**config.mk**
```make
export PLATFORM = sky130hd
export DESIGN_NAME = key_press_long_press_detector_unit
export DESIGN_NICKNAME = d
export VERILOG_FILES = /design/src/rtl/core/kpld_pkg.sv /design/src/rtl/core/kpld_lane.sv /design/src/rtl/core/kpld_merge.sv /design/src/rtl/core/key_press_long_press_detector_unit.sv
export SDC_FILE = /design/constraint.sdc
export NUM_CORES = 1
export LEC_CHECK = 0
export BUFFER_PORTS_ARGS = -buffer_cell sky130_fd_sc_hd__buf_2
export CAP_MARGIN = 40
export CORE_AREA = 2 2 269 218
export DETAILED_ROUTE_END_ITERATION = 16
export DIE_AREA = 0 0 271 220
export SLEW_MARGIN = 20
export SYNTH_ARGS = -nofsm -noshare
export SYNTH_HDL_FRONTEND = slang
export SYNTH_SLANG_ARGS = --single-unit
```
**constraint.sdc**
```tcl
create_clock -name clk -period 9.3 [get_ports clk]
set_input_delay 1.395 -clock clk [delete_from_list [all_inputs] [get_ports clk]]
set_output_delay 1.395 -clock clk [all_outputs]
set_load 0.005 [all_outputs]
```
**src/rtl/core/kpld_pkg.sv**
```systemverilog
// Shared types and constants for the key press / long-press detector.
// No dependencies; every other file in rtl/core refers to this package by scoped names.
package kpld_pkg;

  localparam int KPLD_NUM_KEYS = 4;   // default key count
  localparam int KPLD_PIN_W    = 4;   // width of the pin-level field
  localparam int KPLD_MASK_W   = 4;   // width of each event mask
  localparam int KPLD_TICK_W   = 32;
  localparam int KPLD_DATA_W   = 32;
  localparam int KPLD_ADDR_W   = 4;

  localparam logic [KPLD_TICK_W-1:0] KPLD_DEBOUNCE_RST = 32'd20;
  localparam logic [KPLD_TICK_W-1:0] KPLD_LONG_RST     = 32'd1000;

  // register index, taken from paddr[3:2]
  typedef enum logic [1:0] {
    REG_ACTIVE_HIGH = 2'd0,
    REG_DEBOUNCE_EN = 2'd1,
    REG_DEBOUNCE_TK = 2'd2,
    REG_LONG_TK     = 2'd3
  } reg_idx_t;

  // per-key phase, one-hot
  typedef enum logic [3:0] {
    PH_RELEASED = 4'b0001,
    PH_PREPRESS = 4'b0010,
    PH_PRESSED  = 4'b0100,
    PH_LONG     = 4'b1000
  } phase_t;

  // timing settings shared by every lane
  typedef struct packed {
    logic                   debounce_en;
    logic [KPLD_TICK_W-1:0] debounce_ticks;
    logic [KPLD_TICK_W-1:0] long_ticks;
  } cfg_t;

  // events one lane reports for one scan
  typedef struct packed {
    logic press;
    logic release_ev;
    logic long_ev;
  } evt_t;

endpackage

```
**src/rtl/core/kpld_lane.sv**
```systemverilog
// One key lane: phase machine and timestamp for a single key.
// Depends on kpld_pkg.
module kpld_lane (
  input  logic                            clk,
  input  logic                            rst_n,
  input  logic                            scan_fire,
  input  logic                            level,
  input  logic                            polarity,
  input  logic [kpld_pkg::KPLD_TICK_W-1:0] now_tick,
  input  kpld_pkg::cfg_t                  cfg,
  output kpld_pkg::evt_t                  evt
);

  kpld_pkg::phase_t                 phase_r, phase_nxt;
  logic [kpld_pkg::KPLD_TICK_W-1:0] stamp_r, stamp_nxt;
  logic [kpld_pkg::KPLD_TICK_W-1:0] elapsed;
  logic                             down;

  assign down    = (level == polarity);
  assign elapsed = now_tick - stamp_r;

  always_comb begin
    phase_nxt      = phase_r;
    stamp_nxt      = stamp_r;
    evt            = '0;
    case (phase_r)
      kpld_pkg::PH_RELEASED: begin
        if (down) begin
          stamp_nxt = now_tick;
          if (cfg.debounce_en) begin
            phase_nxt = kpld_pkg::PH_PREPRESS;
          end else begin
            phase_nxt = kpld_pkg::PH_PRESSED;
            evt.press = 1'b1;
          end
        end
      end
      kpld_pkg::PH_PREPRESS: begin
        if (!down) begin
          // bounce: drop back, stamp kept
          phase_nxt = kpld_pkg::PH_RELEASED;
        end else if (elapsed > cfg.debounce_ticks) begin
          phase_nxt = kpld_pkg::PH_PRESSED;
          stamp_nxt = now_tick;
          evt.press = 1'b1;
        end
      end
      kpld_pkg::PH_PRESSED,
      kpld_pkg::PH_LONG: begin
        if (!down) begin
          phase_nxt      = kpld_pkg::PH_RELEASED;
          stamp_nxt      = '0;
          evt.release_ev = 1'b1;
        end else if (phase_r == kpld_pkg::PH_PRESSED && elapsed > cfg.long_ticks) begin
          phase_nxt   = kpld_pkg::PH_LONG;
          stamp_nxt   = now_tick;
          evt.long_ev = 1'b1;
        end
      end
      default: begin
        phase_nxt = kpld_pkg::PH_RELEASED;
      end
    endcase
  end

  always_ff @(posedge clk) begin
    if (!rst_n) begin
      phase_r <= kpld_pkg::PH_RELEASED;
      stamp_r <= '0;
    end else if (scan_fire) begin
      phase_r <= phase_nxt;
      stamp_r <= stamp_nxt;
    end
  end

`ifndef SYNTH
  a_long_enters_long: assert property (@(posedge clk) disable iff (!rst_n)
    scan_fire && evt.long_ev |=> phase_r == kpld_pkg::PH_LONG)
    else $error("long press reported without entering long phase");

  a_release_clears: assert property (@(posedge clk) disable iff (!rst_n)
    scan_fire && evt.release_ev |=> phase_r == kpld_pkg::PH_RELEASED && stamp_r == '0)
    else $error("release left phase or stamp uncleared");

  a_press_stamps: assert property (@(posedge clk) disable iff (!rst_n)
    scan_fire && evt.press |=> phase_r == kpld_pkg::PH_PRESSED && stamp_r == $past(now_tick))
    else $error("press not stamped with scan tick");
`endif

endmodule

```
**src/rtl/core/kpld_merge.sv**
```systemverilog
// Merge stage: gathers lane events into masks and holds results in an output
// register plus one skid entry. Depends on kpld_pkg.
module kpld_merge #(
  parameter int NUM_KEYS = kpld_pkg::KPLD_NUM_KEYS
) (
  input  logic                             clk,
  input  logic                             rst_n,
  input  logic                             scan_fire,
  input  kpld_pkg::evt_t [NUM_KEYS-1:0]    lane_evt,
  output logic                             skid_full,
  output logic                             out_valid,
  input  logic                             out_stall,
  output logic [kpld_pkg::KPLD_MASK_W-1:0] out_pressed_mask,
  output logic [kpld_pkg::KPLD_MASK_W-1:0] out_released_mask,
  output logic [kpld_pkg::KPLD_MASK_W-1:0] out_long_mask
);

  localparam int MW = kpld_pkg::KPLD_MASK_W;

  logic [MW-1:0] p_mask, r_mask, l_mask;
  logic          out_valid_r, out_valid_nxt;
  logic          skid_valid_r, skid_valid_nxt;
  logic [MW-1:0] out_p_r, out_r_r, out_l_r;
  logic [MW-1:0] skid_p_r, skid_r_r, skid_l_r;
  logic          out_fire;
  logic          load_out_new, load_out_skid, load_skid;

  // keys beyond the mask width are dropped
  for (genvar i = 0; i < MW; i++) begin : g_mask
    if (i < NUM_KEYS) begin : g_key
      assign p_mask[i] = lane_evt[i].press;
      assign r_mask[i] = lane_evt[i].release_ev;
      assign l_mask[i] = lane_evt[i].long_ev;
    end else begin : g_none
      assign p_mask[i] = 1'b0;
      assign r_mask[i] = 1'b0;
      assign l_mask[i] = 1'b0;
    end
  end

  assign out_fire = out_valid_r & ~out_stall;

  always_comb begin
    out_valid_nxt  = out_valid_r;
    skid_valid_nxt = skid_valid_r;
    load_out_new   = 1'b0;
    load_out_skid  = 1'b0;
    load_skid      = 1'b0;
    if (out_fire || !out_valid_r) begin
      if (skid_valid_r) begin
        load_out_skid  = 1'b1;
        out_valid_nxt  = 1'b1;
        skid_valid_nxt = 1'b0;
      end else begin
        load_out_new  = scan_fire;
        out_valid_nxt = scan_fire;
      end
    end else if (scan_fire) begin
      load_skid      = 1'b1;
      skid_valid_nxt = 1'b1;
    end
  end

  always_ff @(posedge clk) begin
    if (!rst_n) begin
      out_valid_r  <= 1'b0;
      skid_valid_r <= 1'b0;
    end else begin
      out_valid_r  <= out_valid_nxt;
      skid_valid_r <= skid_valid_nxt;
    end
  end

  always_ff @(posedge clk) begin
    if (load_out_skid) begin
      out_p_r <= skid_p_r;
      out_r_r <= skid_r_r;
      out_l_r <= skid_l_r;
    end else if (load_out_new) begin
      out_p_r <= p_mask;
      out_r_r <= r_mask;
      out_l_r <= l_mask;
    end
    if (load_skid) begin
      skid_p_r <= p_mask;
      skid_r_r <= r_mask;
      skid_l_r <= l_mask;
    end
  end

  assign skid_full         = skid_valid_r;
  assign out_valid         = out_valid_r;
  assign out_pressed_mask  = out_p_r;
  assign out_released_mask = out_r_r;
  assign out_long_mask     = out_l_r;

`ifndef SYNTH
  a_skid_behind_out: assert property (@(posedge clk) disable iff (!rst_n)
    skid_valid_r |-> out_valid_r)
    else $error("skid entry held with empty output register");

  a_stalled_scan_parks: assert property (@(posedge clk) disable iff (!rst_n)
    scan_fire && out_valid_r && out_stall |=> skid_valid_r)
    else $error("transaction lost while output stalled");

  a_no_fire_when_full: assert property (@(posedge clk) disable iff (!rst_n)
    skid_valid_r |-> !scan_fire)
    else $error("scan accepted with skid entry occupied");
`endif

endmodule

```
**src/rtl/core/key_press_long_press_detector_unit.sv**
```systemverilog
// Key press / long-press detector, top level.
// Event masks of an accepted scan are registered in the merge output register (or its skid entry) and shown on out_*.
// Throughput: one scan per cycle while the skid entry is free (in_stall low); every key has its own lane, so the
//   per-key timestamp subtract-and-compare is the longest path and sets the cycle.
// Reset (rst_n low, synchronous): every key released, timestamps zero, registers to
//   active_high_mask 0, debounce_enable 0, debounce_ticks 20, long_press_ticks 1000.
module key_press_long_press_detector_unit #(
  parameter int NUM_KEYS = kpld_pkg::KPLD_NUM_KEYS
) (
  input  logic                             clk,
  input  logic                             rst_n,
  // scan input
  input  logic                             in_valid,
  output logic                             in_stall,
  input  logic [kpld_pkg::KPLD_PIN_W-1:0]  in_pin_levels,
  input  logic [kpld_pkg::KPLD_TICK_W-1:0] in_now_tick,
  // event output
  output logic                             out_valid,
  input  logic                             out_stall,
  output logic [kpld_pkg::KPLD_MASK_W-1:0] out_pressed_mask,
  output logic [kpld_pkg::KPLD_MASK_W-1:0] out_released_mask,
  output logic [kpld_pkg::KPLD_MASK_W-1:0] out_long_mask,
  // APB-style register port
  input  logic                             psel,
  input  logic                             penable,
  input  logic                             pwrite,
  input  logic [kpld_pkg::KPLD_ADDR_W-1:0] paddr,
  input  logic [kpld_pkg::KPLD_DATA_W-1:0] pwdata,
  output logic [kpld_pkg::KPLD_DATA_W-1:0] prdata,
  output logic                             pready
);

  localparam int PW = kpld_pkg::KPLD_PIN_W;

  // ---------------------------------------------------------------------------
  // Configuration registers. Writes land in the access phase; pready is tied high.
  // ---------------------------------------------------------------------------
  logic [PW-1:0]                    active_high_r;
  logic                             debounce_en_r;
  logic [kpld_pkg::KPLD_TICK_W-1:0] debounce_ticks_r;
  logic [kpld_pkg::KPLD_TICK_W-1:0] long_ticks_r;
  logic                             cfg_wr;
  kpld_pkg::reg_idx_t               reg_idx;
  kpld_pkg::cfg_t                   lane_cfg;

  assign pready  = 1'b1;
  assign cfg_wr  = psel & penable & pwrite & pready;
  assign reg_idx = kpld_pkg::reg_idx_t'(paddr[3:2]);

  always_ff @(posedge clk) begin
    if (!rst_n) begin
      active_high_r    <= '0;
      debounce_en_r    <= 1'b0;
      debounce_ticks_r <= kpld_pkg::KPLD_DEBOUNCE_RST;
      long_ticks_r     <= kpld_pkg::KPLD_LONG_RST;
    end else if (cfg_wr) begin
      case (reg_idx)
        kpld_pkg::REG_ACTIVE_HIGH: active_high_r    <= pwdata[PW-1:0];
        kpld_pkg::REG_DEBOUNCE_EN: debounce_en_r    <= pwdata[0];
        kpld_pkg::REG_DEBOUNCE_TK: debounce_ticks_r <= pwdata;
        kpld_pkg::REG_LONG_TK:     long_ticks_r     <= pwdata;
        default: ;
      endcase
    end
  end

  // Read back: zero-extend the narrow registers.
  always_comb begin
    case (reg_idx)
      kpld_pkg::REG_ACTIVE_HIGH: prdata = {{(kpld_pkg::KPLD_DATA_W-PW){1'b0}}, active_high_r};
      kpld_pkg::REG_DEBOUNCE_EN: prdata = {{(kpld_pkg::KPLD_DATA_W-1){1'b0}}, debounce_en_r};
      kpld_pkg::REG_DEBOUNCE_TK: prdata = debounce_ticks_r;
      kpld_pkg::REG_LONG_TK:     prdata = long_ticks_r;
      default:                   prdata = '0;
    endcase
  end

  assign lane_cfg.debounce_en    = debounce_en_r;
  assign lane_cfg.debounce_ticks = debounce_ticks_r;
  assign lane_cfg.long_ticks     = long_ticks_r;

  // ---------------------------------------------------------------------------
  // Scan acceptance. Stall only when the skid entry is occupied, so a scan is
  // still taken while one finished result waits on a stalled output.
  // ---------------------------------------------------------------------------
  logic                           skid_full;
  logic                           scan_fire;
  kpld_pkg::evt_t [NUM_KEYS-1:0]  lane_evt;

  assign in_stall  = skid_full;
  assign scan_fire = in_valid & ~skid_full;

  // ---------------------------------------------------------------------------
  // One lane per key, all advancing on the same scan. Keys past the pin field
  // see level 0 with active-low polarity.
  // ---------------------------------------------------------------------------
  for (genvar k = 0; k < NUM_KEYS; k++) begin : g_lane
    logic lvl, pol;
    if (k < PW) begin : g_pin
      assign lvl = in_pin_levels[k];
      assign pol = active_high_r[k];
    end else begin : g_nopin
      assign lvl = 1'b0;
      assign pol = 1'b0;
    end

    kpld_lane u_lane (
      .clk       (clk),
      .rst_n     (rst_n),
      .scan_fire (scan_fire),
      .level     (lvl),
      .polarity  (pol),
      .now_tick  (in_now_tick),
      .cfg       (lane_cfg),
      .evt       (lane_evt[k])
    );
  end

  // ---------------------------------------------------------------------------
  // Merge lane events into the masks and buffer the result.
  // ---------------------------------------------------------------------------
  kpld_merge #(
    .NUM_KEYS (NUM_KEYS)
  ) u_merge (
    .clk               (clk),
    .rst_n             (rst_n),
    .scan_fire         (scan_fire),
    .lane_evt          (lane_evt),
    .skid_full         (skid_full),
    .out_valid         (out_valid),
    .out_stall         (out_stall),
    .out_pressed_mask  (out_pressed_mask),
    .out_released_mask (out_released_mask),
    .out_long_mask     (out_long_mask)
  );

endmodule

```
After elaboration in Yosys (flattened, before gate mapping)

Index checks and enable logic that the tools add are counted.

Output and inout port bits: 47
Logic and storage cells: 207
Register bits after elaboration: 239
Input port bits: 79

Add/subtract/negate cells: 4
Equal/unequal tests: 43
Bitwise logic cells: 7
Magnitude comparators: 8
Mux-type cells: 96
Reductions and logical operators: 29

Operators with widths:

| cell               | number |
|---|---|
| $mux 32            | 20 |
| $pmux 32 s3        | 4 |
| $gt 32x32->1       | 8 |
| $pmux 32 s4        | 1 |
| $sub 32x32->32     | 4 |
| $mux 4             | 26 |
| $pmux 4 s3         | 4 |
| $mux 1             | 32 |
| $ne 2x1->1 const B | 12 |
| $ne 3x3->1 const B | 8 |
| $reduce_and 6->1   | 4 |
| $eq 4x1->1 const B | 4 |
| $eq 4x2->1 const B | 4 |
| $eq 4x3->1 const B | 4 |
| $eq 4x4->1 const B | 4 |
| $reduce_and 4->1   | 4 |
| $reduce_bool 3->1  | 4 |
| $reduce_or 2->1    | 5 |
| $mux 2             | 4 |
| $pmux 1 s2         | 4 |
| $reduce_and 2->1   | 4 |
| $and 1x1->1        | 4 |
| $eq 1x1->1         | 4 |
| $eq 2x2->1 const B | 2 |
| other kinds (8)    | 13 |

Longest topological paths before layout

Word-level depth: 8
Mapped depth: 24
Depth with buffers taken out: 23

Modules after synthesis

From an unflattened synthesis, not the netlist that was laid out.

Cells, all modules: 3088
Area, all modules: 24322.1 µm²

By module, submodules not included:

| module                             | area each (µm²) | cells each | times used | seq. area each (µm²) |
|---|---|---|---|---|
| kpld_lane at g_lane[2].u_lane      | 5044.8          | 663        | 1          | 720.7 |
| kpld_lane at g_lane[1].u_lane      | 5034.8          | 669        | 1          | 720.7 |
| kpld_lane at g_lane[3].u_lane      | 5014.8          | 695        | 1          | 720.7 |
| kpld_lane at g_lane[0].u_lane      | 4992.3          | 666        | 1          | 720.7 |
| key_press_long_press_detector_unit | 3281.9          | 349        | 1          | 1381.3 |
| kpld_merge                         | 953.4           | 46         | 1          | 760.7 |

Least setup slack after synthesis

Ideal clock, no wire load.

Path kind: input-to-reg
Start: input port in_now_tick[0] in the netlist's numbering
End: register g_lane[2].u_lane.stamp_r[1] in the netlist's numbering
Setup time: 153 ps
Path buffers: 1
Data arrival time: 5603 ps
Required time: 9147 ps
Stages on the path: 22
Path slack: 3544 ps
Path through: inv_1 ha_1 inv_1 fa_1 a21oi_1 o211ai_1 a221oi_2 nor4_1 o41ai_1 a21oi_1 a21o_1 a21oi_1 xnor2_1 ha_1 nand4_1 nor4_1 o41ai_1 a22oi_1 o2111ai_2 buf_2 nand3_1 o31ai_1

Word-level cells in the longest chain between the ends: 5
Elaborated cells between the ends (all ways): 7
Classes of those cells: 1 x add/sub; 2 x order compare; 2 x eq/ne; 2 x reduce/logical

RTL lines:

| item                                  | RTL line                                 | source |
|---|---|---|
| start: declaration                    | key_press_long_press_detector_unit.sv:16 | `input logic [kpld_pkg::KPLD_TICK_W-1:0] in_now_tick,` |
| $sub 32x32->32 (*)                    | kpld_lane.sv:20                          | `assign elapsed = now_tick - stamp_r;` |
| $gt 32x32->1                          | kpld_lane.sv:54                          | `end else if (phase_r == kpld_pkg::PH_PRESSED && elapsed > cfg.long_ticks) begin` |
| $logic_and 1x1->1                     | kpld_lane.sv:54                          |  |
| $ne 3x3->1 (no source line)           | -                                        |  |
| $reduce_and 6->1 (no source line) (*) | -                                        |  |
| end signal: assignment                | kpld_lane.sv:72                          | `stamp_r <= stamp_nxt;` |
| end: declaration                      | kpld_lane.sv:15                          | `logic [kpld_pkg::KPLD_TICK_W-1:0] stamp_r, stamp_nxt;` |

Mark *: on every way between the ends. The rest lies on a longest branch, timed or not.
A chain may end at the register's enable or synchronous reset.

Worst setup path after layout

Start: input port in_now_tick[0] in the netlist's numbering
End: register g_lane[3].u_lane.stamp_r[29] in the netlist's numbering

Word-level cells in the longest chain between the ends: 5
Elaborated cells between the ends (all ways): 7
Classes of those cells: 1 x add/sub; 2 x order compare; 2 x eq/ne; 2 x reduce/logical

RTL lines:

| item                                  | RTL line |
|---|---|
| $sub 32x32->32 (*)                    | kpld_lane.sv:20 |
| $gt 32x32->1                          | kpld_lane.sv:54 |
| $logic_and 1x1->1                     | kpld_lane.sv:54 |
| $ne 3x3->1 (no source line)           | - |
| $reduce_and 6->1 (no source line) (*) | - |
| end signal: assignment                | kpld_lane.sv:72 |
| end: declaration                      | kpld_lane.sv:15 |

Marked as above.

==> results.json <==
{
  "wl_per_cell_um": 20.5,
  "setup_tns_ps": 0,
  "hold_buffers": 0,
  "multi_input_area_um2": 16200,
  "dr_total_vias": 20775,
  "antenna_found_initial": 0,
  "rows": 79,
  "min_period_over_period_pct": 79.2,
  "nNetsFinal": 3355,
  "slowest_stage": "nor4_1",
  "core_um2": 57200,
  "dieWidth_um": 271,
  "crit_chain": "buf_2, inv_1, ha_1, inv_1, fa_1, a211oi_1, o21ai_0, nand3_1, nand3_1, o21ai_0, o21bai_1, a21oi_1, xnor2_1, ha_1, and3_1, nand3_1, nor4_1, o311ai_0, a21oi_1, o21ai_1, a211oi_4, buf_4, mux2i_1",
  "cts_inserted_buffers": 30,
  "report.final.setup_viol": 0,
  "drc": 0,
  "netSwitchingFraction_pct": 43.7,
  "ir_worst_vdd_uv": 147,
  "synth_top_family_by_area": "adder cells",
  "cp_num_buf_inv": 4,
  "p_int_mw": 3.15,
  "die_h_um": 220,
  "seq_area_um2": 5020,
  "htreeDepth": 1,
  "start_util_pct": 39.3,
  "clockRootBuffer": "clkbuf_16",
  "fill_cells": 5686,
  "max_cap_viol_count": 0,
  "netlist_area_um2": 22500,
  "routed_wl_um": 75500,
  "synth.mux.area_fraction_pct": 6.68,
  "drtPass1Iterations": 7,
  "portBuffers": 122,
  "grt_max_degree": 213,
  "cp_common_cell": "nand3_1",
  "avgViaCountPerCell": 5.64,
  "antenna_cells": 0,
  "p_total_mw": 5.59,
  "syn_nets": 3288,
  "drv_slew": 0,
  "netlist-cell-type-count": 77,
  "yosys.area_share.simple_pct": 19.0,
  "synth_xor_area_share_pct": 4.75,
  "p_leak_nw": 10.4,
  "switchingPower_mw": 2.45,
  "dieArea_um2": 59600,
  "rsz0062_at_grt": "no",
  "synthArstFlopShare_pct": 0,
  "grt.overflow.total": 0,
  "layout-drive-gt1-share_pct": 7.68,
  "combinationalPowerShare_pct": 55.9,
  "fmax_mhz": 136,
  "ys_ff_latch": 239,
  "gp_congestion": 0.935,
  "cts_tree": "yes",
  "hold_class": "flip-flop to flip-flop",
  "grt_use_total_pct": 24.6,
  "arrival_ps": 7870,
  "synth_compound_area_share_pct": 19.9,
  "ioPinCount": 126,
  "synthCells": 2825,
  "grt_pass1_wl_um": 113000,
  "crit_fanout": 32,
  "synth_adder_area_share_pct": 21.5,
  "worst_path_largest_cell_delay_ps": 760,
  "path_clk_slew_ps": 60,
  "synth_edf_count": 24,
  "stdcell_count": 3685,
  "tightest_slew_ps": 922,
  "power.clock.fraction_pct": 21.9,
  "syn_to_final_growth_pct": 10.5,
  "cts_setup_buffers": 0,
  "ys.flop_type": "dfxtp_1",
  "worst_path_dominant_cell_family": "compound AO/OA/AOI/OAI gates",
  "finClkSkew_ps": 20.6,
  "end_kind": "flip-flop",
  "hold_viol": 0,
  "start_kind": "input port",
  "clock_path_buffers": 3,
  "p_per_area_nw_per_um2": 225,
  "min_period_ps": 7370,
  "dp.cells": 3626,
  "hpwl_um": 59800,
  "grt_pass1_vias": 19281,
  "yosysSeqAreaShare_pct": 22.3,
  "slew_headroom_pct": 37.0,
  "avgSynthCellArea_um2": 7.96,
  "ant_nets": 0,
  "cts_resized": 0,
  "critical_path_class": "input port to flip-flop",
  "p_seq_share_pct": 22.2,
  "drtIter0Drc": 1721,
  "cts_sinks": 239,
  "cp.required_ps": 9800,
  "yosysWarnings": 0,
  "status": "finished, final reports clean",
  "insertion_delay_ps": 590
}
final timing paths:
| path | startpoint | endpoint | slack (ps) | depth (start not counted) |
|---|---|---|---|---|
| setup reg to reg | g_lane[3].u_lane.stamp_r[0] | g_lane[3].u_lane.stamp_r[29] | 2710 | 21 |
| hold reg to reg | g_lane[3].u_lane.stamp_r[13] | g_lane[3].u_lane.stamp_r[13] | 460 | 2 |
| setup / recovery | in_now_tick[0] | g_lane[3].u_lane.stamp_r[29] | 1930 | 23 |
| hold / removal | g_lane[3].u_lane.stamp_r[13] | g_lane[3].u_lane.stamp_r[13] | 460 | 2 |
power by group through the flow:
stage,sequential (mW),clock (mW),combinational [mW]
floorplan,1.24,0,2.20
finish,1.24,1.22,3.13
CTS,1.24,1.25,3.07
global placement,1.26,0,2.98
detailed placement,1.26,0,3.05
global route,1.26,1.29,3.46
registers in the layout, summed over array words and instances, names as in the netlist:
name                       flops
g_lane.u_lane.stamp_r        128
debounce_ticks_r              32
long_ticks_r                  32
g_lane.u_lane.phase_r         16
active_high_r                  4
u_merge.out_long_mask          4
u_merge.out_pressed_mask       4
u_merge.out_released_mask      4
u_merge.skid_l_r               4
u_merge.skid_p_r               4
u_merge.skid_r_r               4
debounce_en_r                  1
u_merge.out_valid              1
u_merge.skid_full              1
cell usage after synthesis (33+ instances only):
master | n | area, um^2
a21o_1 | 138 | 1040
a21oi_1 | 227 | 1140
clkbuf_1 | 81 | 304
dfxtp_1 | 215 | 4300
ha_1 | 380 | 4750
inv_1 | 227 | 852
mux2i_1 | 140 | 1400
nand2_1 | 340 | 1280
nand3_1 | 172 | 861
nand4_1 | 73 | 457
nor2_1 | 124 | 465
nor2b_1 | 57 | 357
o21a_1 | 33 | 248
o21ai_0 | 98 | 490
o31ai_1 | 45 | 338
xnor2_1 | 86 | 753
xor2_1 | 36 | 315
per-layer routing:
metal	wire, um	track usage (%)	part of all wire [%]	vias to the layer above
met1	39100	37.3	52	9830
met2	30500	36.5	40	557
li1	-	-	-	10305
met5	0	0	0	-
met4	1560	5.27	2.1	0
met3	4370	3.39	5.8	83
layout by cell type (no fill, tap or decap), drive strengths merged, types with 124 or more instances in the layout:
cell type / count
mux2i: 140
nand3: 172
buf: 141
a21oi: 230
ha: 380
nand2: 340
nor2: 124
dfxtp: 215
a21o: 139
inv: 230
layout make-up:
type	count	share of cell area (%)
well taps	769	3.87
flip-flops and latches	239	20.2
clock buffers	43	3.50
inverters	229	3.46
multi-input cells	2250	65.2
repair buffers	142	3.18
clock inverters	13	0.609
worst reg2reg max path: stages (launching register included):
cell and delay, ps:
dfxtp_1 330, ha_1 240, inv_1 70, fa_1 430, a211oi_1 320, o21ai_0 300, nand3_1 150, nand3_1 180
o21ai_0 390, o21bai_1 100, a21oi_1 180, xnor2_1 200, ha_1 380, and3_1 180, nand3_1 110, nor4_1 760
o311ai_0 330, a21oi_1 460, o21ai_1 220, a211oi_4 240, buf_4 540, mux2i_1 390
kinds of logic after synthesis:
kind of cell    count (synthesis)
compound gates                695
xor+xnor                      122
fa+ha+maj                     384
buf+inv                       336
flops                         239
mux                           148
other cells                     1
simple gates                  900
stage by stage:
stage               area (um^2)  setup WS [ps]  utilization [%]  hold WS (ps)
floorplan                 22500           3540                -           435
global placement          23800           1460             41.6           442
CTS                       24800           2020             43.4           458
finish                    24900           1930             43.4           456
detailed placement        23800           1420             41.6           448
global route              24900           1660             43.4           473
No activity file was read; power rests on OpenSTA's default activity.
